[src/rtl/sd7_pkg.sv]
// sd7_pkg: shared types, constants and helpers for the signed decimal
// seven-segment formatter; used by every module under rtl
package sd7_pkg;

    localparam logic [7:0]  SEG_BLANK   = 8'h00;
    localparam logic [7:0]  SEG_MINUS   = 8'b0100_0000;
    localparam logic [7:0]  SEG_POINT   = 8'h80;
    localparam logic [7:0]  SEG_O       = 8'b0011_1111;
    localparam logic [7:0]  SEG_F       = 8'b0111_0001;
    localparam logic [15:0] LIM_NEG     = 16'd999;
    localparam logic [15:0] LIM_POS     = 16'd9999;
    localparam logic [2:0]  DP_LAST     = 3'd2;
    localparam logic [1:0]  POS_RIGHT   = 2'd3;
    localparam logic [1:0]  POS_LEFT    = 2'd0;
    localparam logic [31:0] DIV10_MUL   = 32'd52429;

    typedef struct packed {
        logic [3:0][7:0] segs;
        logic [13:0]     mag;
        logic [2:0]      dp;
        logic [1:0]      pos;
        logic            minus_pending;
        logic            ovf;
    } t_cell;

    // floor(x / 10) for x below 81920, by reciprocal multiply
    function automatic logic [15:0] div10(input logic [15:0] x);
        logic [31:0] p;
        p = {16'd0, x} * DIV10_MUL;
        return 16'(p[31:19]);
    endfunction

    function automatic logic [7:0] seg_of(input logic [3:0] d);
        logic [7:0] s;
        case (d)
            4'd0: s = 8'b0011_1111;
            4'd1: s = 8'b0000_0110;
            4'd2: s = 8'b0101_1011;
            4'd3: s = 8'b0100_1111;
            4'd4: s = 8'b0110_0110;
            4'd5: s = 8'b0110_1101;
            4'd6: s = 8'b0111_1101;
            4'd7: s = 8'h07;
            4'd8: s = 8'h7f;
            4'd9: s = 8'h6f;
            default: s = SEG_BLANK;
        endcase
        return s;
    endfunction

endpackage

[src/rtl/sd7_prep.sv]
// sd7_prep: front stage, magnitude, range check, scaling and overflow pattern
// depends on sd7_pkg
module sd7_prep (
    input  logic                 i_clk,
    input  logic                 i_rst_n,
    input  logic                 i_valid,
    output logic                 o_ready,
    input  logic [15:0]          i_value,
    input  logic [2:0]           i_point_position,
    output logic                 o_valid,
    input  logic                 i_ready,
    output sd7_pkg::t_cell       o_data
);
    import sd7_pkg::*;

    logic        r_valid;
    t_cell       r_data;
    t_cell       n_data;
    logic        neg;
    logic [15:0] mag;
    logic        too_big;
    logic [13:0] mag_div;

    assign neg     = i_value[15];
    assign mag     = neg ? (~i_value + 16'd1) : i_value;
    assign too_big = neg ? (mag > LIM_NEG) : (mag > LIM_POS);
    assign mag_div = 14'(div10(mag));

    always_comb begin
        n_data               = '0;
        n_data.pos           = POS_RIGHT;
        n_data.minus_pending = neg;
        n_data.dp            = i_point_position;
        n_data.mag           = mag[13:0];
        if (too_big && (i_point_position > DP_LAST)) begin
            n_data.ovf     = 1'b1;
            n_data.mag     = '0;
            n_data.segs[0] = neg ? SEG_MINUS : SEG_BLANK;
            n_data.segs[1] = SEG_BLANK;
            n_data.segs[2] = SEG_O | SEG_POINT;
            n_data.segs[3] = SEG_F | SEG_POINT;
        end else if (too_big) begin
            n_data.mag = mag_div;
            n_data.dp  = i_point_position + 3'd1;
        end
    end

    assign o_ready = !r_valid || i_ready;

    always_ff @(posedge i_clk) begin
        if (!i_rst_n) begin
            r_valid <= 1'b0;
        end else if (o_ready) begin
            r_valid <= i_valid;
        end
    end

    always_ff @(posedge i_clk) begin
        if (o_ready && i_valid) begin
            r_data <= n_data;
        end
    end

    assign o_valid = r_valid;
    assign o_data  = r_data;

endmodule

[src/rtl/sd7_cell.sv]
// sd7_cell: one digit cell, peels the low decimal digit and draws its pattern
// depends on sd7_pkg
module sd7_cell (
    input  logic                 i_clk,
    input  logic                 i_rst_n,
    input  logic                 i_valid,
    output logic                 o_ready,
    input  sd7_pkg::t_cell       i_data,
    output logic                 o_valid,
    input  logic                 i_ready,
    output sd7_pkg::t_cell       o_data
);
    import sd7_pkg::*;

    logic        r_valid;
    t_cell       r_data;
    t_cell       n_data;
    logic [13:0] q;
    logic [13:0] q10;
    logic [3:0]  d;
    logic [7:0]  s;
    logic        mp;

    assign q   = 14'(div10({2'b00, i_data.mag}));
    assign q10 = {q[10:0], 3'b000} + {q[12:0], 1'b0};
    assign d   = 4'(i_data.mag - q10);

    always_comb begin
        n_data = i_data;
        s      = seg_of(d);
        mp     = i_data.minus_pending;
        if (({1'b0, i_data.pos} < i_data.dp) && (i_data.mag == '0)) begin
            if (mp) begin
                s  = SEG_MINUS;
                mp = 1'b0;
            end else begin
                s = SEG_BLANK;
            end
        end
        if (({1'b0, i_data.pos} == i_data.dp) && (i_data.pos != POS_RIGHT)) begin
            if (mp && (i_data.pos == POS_LEFT) && (d == 4'd0)) begin
                s = SEG_MINUS;
            end
            s = s | SEG_POINT;
        end
        if (!i_data.ovf) begin
            n_data.segs[i_data.pos] = s;
            n_data.mag              = q;
            n_data.minus_pending    = mp;
            n_data.pos              = i_data.pos - 2'd1;
        end
    end

    assign o_ready = !r_valid || i_ready;

    always_ff @(posedge i_clk) begin
        if (!i_rst_n) begin
            r_valid <= 1'b0;
        end else if (o_ready) begin
            r_valid <= i_valid;
        end
    end

    always_ff @(posedge i_clk) begin
        if (o_ready && i_valid) begin
            r_data <= n_data;
        end
    end

    assign o_valid = r_valid;
    assign o_data  = r_data;

endmodule

[src/rtl/signed_decimal_to_seven_segment.sv]
// signed_decimal_to_seven_segment: top level, front stage and four digit cells
// depends on sd7_pkg, sd7_prep, sd7_cell
//
//  channel  dir  tdata                                    tuser
//  s        in   [15:0] value, [18:16] point_position     -
//  m        out  [7:0] digit0 .. [31:24] digit3 segments  [0] overflow_shown
//
// one beat per cycle sustained while i_m_tready is high; each beat passes
// one front stage and one register per digit cell
// every stage holds one beat and takes a new one when it is empty or moving,
// so bubbles close up while the output stalls
// synchronous active-low reset empties all stages
module signed_decimal_to_seven_segment (
    input  logic        i_clk,
    input  logic        i_rst_n,
    input  logic        i_s_tvalid,
    output logic        o_s_tready,
    input  logic [23:0] i_s_tdata,   // value, point_position
    output logic        o_m_tvalid,
    input  logic        i_m_tready,
    output logic [31:0] o_m_tdata,   // digit0, digit1, digit2, digit3 segments
    output logic        o_m_tuser    // overflow_shown
);
    import sd7_pkg::*;

    logic        valid [0:4];
    logic        ready [0:4];
    t_cell       data  [0:4];

    sd7_prep u_prep (
        .i_clk            (i_clk),
        .i_rst_n          (i_rst_n),
        .i_valid          (i_s_tvalid),
        .o_ready          (o_s_tready),
        .i_value          (i_s_tdata[15:0]),
        .i_point_position (i_s_tdata[18:16]),
        .o_valid          (valid[0]),
        .i_ready          (ready[0]),
        .o_data           (data[0])
    );

    for (genvar g = 0; g < 4; g++) begin : g_cell
        sd7_cell u_cell (
            .i_clk   (i_clk),
            .i_rst_n (i_rst_n),
            .i_valid (valid[g]),
            .o_ready (ready[g]),
            .i_data  (data[g]),
            .o_valid (valid[g+1]),
            .i_ready (ready[g+1]),
            .o_data  (data[g+1])
        );
    end

    assign ready[4]   = i_m_tready;
    assign o_m_tvalid = valid[4];
    assign o_m_tdata  = data[4].segs;
    assign o_m_tuser  = data[4].ovf;

endmodule
[config.mk]
export PLATFORM = sky130hd
export DESIGN_NAME = signed_decimal_to_seven_segment
export DESIGN_NICKNAME = d
export VERILOG_FILES = /design/src/rtl/sd7_pkg.sv /design/src/rtl/sd7_prep.sv /design/src/rtl/sd7_cell.sv /design/src/rtl/signed_decimal_to_seven_segment.sv
export SDC_FILE = /design/constraint.sdc
export NUM_CORES = 1
export LEC_CHECK = 0
export BUFFER_PORTS_ARGS = -buffer_cell sky130_fd_sc_hd__clkbuf_2
export CAP_MARGIN = 10
export CORE_UTILIZATION = 50
export DETAILED_ROUTE_END_ITERATION = 6
export PLACE_DENSITY_LB_ADDON = 0.25
export SLEW_MARGIN = 20
export SYNTH_ARGS = -nofsm -noshare
export SYNTH_HDL_FRONTEND = slang
export SYNTH_SLANG_ARGS = --single-unit
export TNS_END_PERCENT = 50
[constraint.sdc]
create_clock -name i_clk -period 10.7 [get_ports i_clk]
set_clock_uncertainty 0.1 [all_clocks]
set_input_delay 1.605 -clock i_clk [delete_from_list [all_inputs] [get_ports i_clk]]
set_output_delay 1.605 -clock i_clk [all_outputs]
set_load 0.01 [all_outputs]
==> results.md, run 1 <==
* Core ar. at 0.0517 mm²
* Average wire per standard cell at 17.2 µm
* Seq/Total Area, Yosys at 20.0%
* Status: finished clean
* Worst Hold Class: flip-flop to flip-flop
* TritonCTS clock tree: built
* Number of synthesized flops with an enable pin at 173
* Clock sink count at 178
* Final min period at 9080 ps
* Num rows at 83
* Post-Place Cells at 3232
* RSZ-0062 raised after global routing: no
* Slew headroom at 32.6%
* Die H at 232 µm
* Area leader, netlist: ha_1
* Cts hold-fix bufs at 0
* Vias in the first global route at 18.8k
* Initial DRC count at 721
* CTS Buf Count at 17
* Setup_tns at 0 ps
* Port Buffers at 57
* Commonest non-fill, non-tap cell in the layout: ha_1
* Reg clk slew, reported paths at 70 ps
* Final period util at 84.9%
* Worst-Margin Slew at 1000 ps
* Area contributors post-synth: ha_1 (29%), fa_1 (22%), edfxtp_1 (20%), inv_1 (7.7%), nand2_1 (2.0%)
* HPWL after DPL at 49000 µm
* Post-Synth Simple-Gate Area at 7.50%
* P&R area growth vs syn at 5.59%
* Crit Path Max Fanout at 8
* Die W at 232 µm
* PnR worst setup slack at 1620 ps
* Gpl congestion at 0.902
* Main combinational cell family by area after synthesis: adder cells
* Post-synth top flop: edfxtp_1
* Worst Setup Path Type: input port to flip-flop
* Post-synth top area share at 28.7%
* First-pass GRT wire length at 93600 µm
* Pre-CTS setup slack at 1180 ps
* Die area at 0.0538 mm²
* Worst setup endpoint: u_prep.o_data[18]
* CP max stage cell: a21boi_0
* Worst reg2reg path depth at 28
* DR DRC count at 0
* Cts repair resizes at 0
* Critical Path AT at 9170 ps
* Critical R2R Capture: g_cell[3].u_cell.o_data[21]
* XOR/XNOR Fraction of Synth Area at 3.46%
* Total congestion overflow at 0
* First-pass DRT Iterations at 5
* Vias per cell at 5.35
* Initial core utilization at 51.1%
* Post-synthesis average cell area at 10.4 µm²
* Cells after synthesis at 2542
* Worst flop-to-flop path startpoint: g_cell[2].u_cell.o_data[15]
* Mux share of post-synthesis cell area at 1.56%
* H-tree Lvls at 4
* Largest net degree at the start of global routing at 54
* Antenna violations before repair at 0
* Max-slew violations at 0
* Final layout net count at 3495
* Hold Violations, Final at 0
* Critical path's largest stage delay at 580 ps
* Number of diodes at 0
* Synth cell types at 79
* Compound-cell area share of the yosys netlist at 7.68%
* I/O Pins at 63
* Most frequent cells in the layout: ha_1 (606), inv_1 (543), fa_1 (290), edfxtp_1 (173), nand2_1 (142)
* Routed vias at 17.5k
* Total Routing Usage GR at 21.9%
* Synthesis-stage register bit count at 178
* Post-DRT Antenna Nets at 0
* # Post-CTS Setup Buffers at 0
* WL final at 56000 µm
* Synth Cell Area at 0.0264 mm²
* Net count after synthesis at 3466
* Ys async rst share at 0%
* Worst path required time at 10790 ps
* Flop2flop setup slack at 2120 ps
* Crit path top cell by count: inv_1
* Synthesis warning total at 0
* Final Setup Violations at 0
* Clock root cell: clkbuf_16
* Layout Cells excl Fill at 3264
* Number of max-cap violations at 0
* Clk_lat worst skew at 440 ps
* Worst setup EP type: flip-flop
* Post-Synth Adder-Cell Area at 50.7%
* CP startpoint kind: input port
* Worst setup path start: i_s_tdata[0]
* CTS max path bufs at 2
* FMAX at 0.110 GHz
* Share of layout cells above drive strength 1 at 5.65%
routing by layer:
metal | global-route usage, % | part of all wire (%) | wire length [µm]
met5 | 0 | 0 | 0
met4 | 6.48 | 2.2 | 1230
met3 | 1.84 | 2.5 | 1410
met2 | 38.7 | 51 | 28400
met1 | 28.5 | 45 | 25000
state kept, by name, indices dropped and copies added, names as in the netlist:
register / flops
g_cell.u_cell.o_data: 153
g_cell.u_cell.o_valid: 4
u_prep.o_valid: 1
u_prep.o_data: 20
Yosys cell counts (all sizes together), types with 27 or more instances:
master,n
nor3,33
nand2,142
fa,290
nand3,27
xnor2,51
buf,37
o21ai,107
edfxtp,173
xor2,43
mux2i,30
a21oi,72
inv,543
nor2,84
ha,606
metrics by stage:
| stage | hold WS [ps] | util, % | cell area [µm²] |
|---|---|---|---|
| 2_1_floorplan | 300 | - | 26400 |
| 3_3_place_gp | 306 | 52.8 | 27300 |
| 3_5_place_dp | 305 | 52.8 | 27300 |
| 4_1_cts | 320 | 54.0 | 27900 |
| 5_1_grt | 326 | 54.0 | 27900 |
| 6_report | 317 | 54.0 | 27900 |
worst min path at each step:
| stage | from | slack (ps) | end | depth (start not counted) |
|---|---|---|---|---|
| floorplan | u_prep.o_data[27] | 300 | g_cell[0].u_cell.o_data[27] | 0 |
| global placement | u_prep.o_data[27] | 310 | g_cell[0].u_cell.o_data[27] | 0 |
| detailed placement | g_cell[0].u_cell.o_data[27] | 300 | g_cell[1].u_cell.o_data[27] | 0 |
| CTS | g_cell[0].u_cell.o_data[27] | 320 | g_cell[1].u_cell.o_data[27] | 0 |
| global route | g_cell[0].u_cell.o_data[27] | 330 | g_cell[1].u_cell.o_data[27] | 0 |
| finish | g_cell[0].u_cell.o_data[27] | 320 | g_cell[1].u_cell.o_data[27] | 0 |
cells by family (layout without fill, tap and decap cells):
| group | after synthesis | count (layout) |
|---|---|---|
| AO/OA/AOI/OAI | 318 | 318 |
| XOR/XNOR | 97 | 97 |
| adder cells (fa/ha/maj) | 896 | 896 |
| buffers and inverters | 604 | 646 |
| flip-flops | 178 | 178 |
| multiplexers | 40 | 40 |
| AND/OR/NAND/NOR | 409 | 409 |
area by class of cell:
class                           count  area, µm²
Clock buffer                       17        425
Clock inverter                     15        155
Fill cell                        4561      23800
Inverter                          545       2050
Multi-Input combinational cell   1760      18800
Sequential cell                   178       5300
Tap cell                          680        851
Timing Repair Buffer               69        375
worst max-delay path: cells and delay by family:
kind / cells / cell delay [ps]
xor gates and xnor gates: 2 / 750
and+or+nand+nor: 4 / 480
adders and majority gates: 8 / 3140
AOI/OAI and AO/OA: 8 / 2370
buffers and inverters: 7 / 830
Power of run 1 is not shown: default switching activity piles up to over one toggle a cycle in this logic, so the estimate is an artifact.
==> run 2: changes to the inputs <==
==> constraint.sdc (replaced) <==
create_clock -name i_clk -period 9.43 [get_ports i_clk]
set_clock_uncertainty 0.1 [all_clocks]
set_input_delay 1.4145 -clock i_clk [delete_from_list [all_inputs] [get_ports i_clk]]
set_output_delay 1.4145 -clock i_clk [all_outputs]
set_load 0.01 [all_outputs]
==> run 2 against run 1 <==
  * Via count grew 0.76%
  * Non-clock buffer count rose by 5
  * Cell area about the same
  * Sequential cell count unchanged
  * Global-route usage is essentially flat
  * Critical path type is now flip-flop to flip-flop
==> results.md, run 2 (synthesized netlist as in run 1, its figures left out) <==
* Setup_tns at 0 ps (unchanged)
* Clock sink count at 178 (unchanged)
* Post-DRT Antenna Nets at 0 (unchanged)
* Reg clk slew, reported paths at 70 ps (about the same)
* Hold Violations, Final at 0 (unchanged)
* Hold Crit Depth at 0 (unchanged)
* Vias in the first global route at 18.8k (+0.069%)
* HPWL after DPL at 49000 µm (about the same)
* Total Routing Usage GR at 21.9% (about the same)
* Num rows at 83 (unchanged)
* Critical Path AT at 8670 ps (-500 ps)
* Total congestion overflow at 0 (unchanged)
* Cts hold-fix bufs at 0 (unchanged)
* Die area at 0.0538 mm² (unchanged)
* Slew headroom at 29.0% (-3.5 points)
* Final Setup Violations at 0 (unchanged)
* Flop2flop setup slack at 810 ps (-1310 ps)
* CTS max path bufs at 2 (unchanged)
* P&R area growth vs syn at 5.56% (about the same)
* DR DRC count at 0 (unchanged)
* WL final at 55900 µm (-0.14%)
* Clk_lat worst skew at 440 ps (about the same)
* Worst Hold Class: flip-flop to flip-flop
* Worst path required time at 9480 ps (-1310 ps)
* Post-Place Cells at 3237 (+0.15%)
* CP max stage cell: xnor2_2
* Worst setup EP type: flip-flop
* Worst-Margin Slew at 1040 ps (+33.6 ps)
* CP startpoint kind: flip-flop
* Antenna violations before repair at 0 (unchanged)
* H-tree Lvls at 4 (unchanged)
* Final layout net count at 3500 (+0.14%)
* Hold path start: g_cell[0].u_cell.o_data[27]
* Initial DRC count at 789 (+9.4%)
* Crit Path Max Fanout at 13 (+5)
* Clock root cell: clkbuf_16
* Largest net degree at the start of global routing at 54 (unchanged)
* Final min period at 8620 ps
* Gpl congestion at 0.917 (+1.7%)
* Critical path's largest stage delay at 720 ps (+140 ps)
* Port Buffers at 57 (unchanged)
* Max-slew violations at 0 (unchanged)
* Hold Path End: g_cell[1].u_cell.o_data[27]
* Average wire per standard cell at 17.1 µm (-0.30%)
* RSZ-0062 raised after global routing: no
* FMAX at 0.116 GHz
* Status: finished clean
* Number of max-cap violations at 0 (unchanged)
* Initial core utilization at 51.1% (unchanged)
* First-pass DRT Iterations at 6 (+1)
* Most frequent cells in the layout: ha_1 (606), inv_1 (543), fa_1 (290), edfxtp_1 (173), nand2_1 (142)
* Worst Setup Path Type: flip-flop to flip-flop
* Worst reg2reg path depth at 28 (unchanged)
* Largest register FFs at 153 (unchanged)
* Final period util at 91.4%
* Vias per cell at 5.38 (+0.61%)
* Core ar. at 0.0517 mm² (unchanged)
* Share of layout cells above drive strength 1 at 5.91% (+0.26 points)
* First-pass GRT wire length at 93900 µm (+0.34%)
* Die W at 232 µm (unchanged)
* Commonest non-fill, non-tap cell in the layout: ha_1
* CTS Buf Count at 17 (unchanged)
* Routed vias at 17.6k (+0.76%)
* Layout Cells excl Fill at 3269 (+0.15%)
* Die H at 232 µm (unchanged)
* I/O Pins at 63 (unchanged)
* FILL cells at 4539 (-0.48%)
* Critical R2R Capture: g_cell[3].u_cell.o_data[37]
* Cts repair resizes at 0 (unchanged)
* Worst flop-to-flop path startpoint: g_cell[2].u_cell.o_data[10]
* Crit path top cell by count: inv_1
* Number of diodes at 0 (unchanged)
* # Post-CTS Setup Buffers at 0 (unchanged)
* TritonCTS clock tree: built
-- run 2: area by class of cell --
type / instances / area, µm² / area share, %
Multi-Input combinational cell: 1760 / 18800 / 67.2
Clock inverter: 15 / 109 / 0.390
Clock buffer: 17 / 425 / 1.52
Inverter: 545 / 2050 / 7.33
Sequential cell: 178 / 5300 / 19.0
Timing Repair Buffer: 74 / 413 / 1.48
Tap cell: 680 / 851 / 3.05
-- run 2: worst max-delay path by stage --
stage | cells past startpoint | start | end
3_3_place_gp | 23 | i_s_tdata[0] | u_prep.o_data[18]
3_5_place_dp | 23 | i_s_tdata[0] | u_prep.o_data[18]
6_report | 28 | g_cell[2].u_cell.o_data[10] | g_cell[3].u_cell.o_data[37]
2_1_floorplan | 27 | i_s_tdata[3] | u_prep.o_data[12]
4_1_cts | 28 | g_cell[2].u_cell.o_data[10] | g_cell[3].u_cell.o_data[37]
5_1_grt | 28 | g_cell[2].u_cell.o_data[10] | g_cell[3].u_cell.o_data[37]
-- run 2: stage by stage --
stage          area, µm²  utilization (%)  hold slack [ps]  setup slack, ps
2_1_floorplan      26400                -              300             1700
3_3_place_gp       27400             52.9              303              606
3_5_place_dp       27400             52.9              305              569
4_1_cts            27900             53.9              319              793
5_1_grt            27900             53.9              326              309
6_report           27900             53.9              319              812
-- run 2: worst max-delay path, delay by kind of cell (launching register included) --
kind / cells / cell delay (ps)
AOI/OAI and AO/OA: 7 / 1640
xor gates and xnor gates: 4 / 1480
adders and majority gates: 8 / 2910
buffers and inverters: 5 / 350
DFF: 1 / 480
muxes: 1 / 440
and+or+nand+nor: 3 / 910
-- run 2: metal layers --
metal	share of wire [%]	GRT usage, %	up-vias
li1	-	-	8525
met1	44	28.2	8650
met2	50	38.9	329
met3	3.1	2.52	83
met4	2.1	5.55	0
met5	0	0	-
Power of run 2 is left out for the same reason.
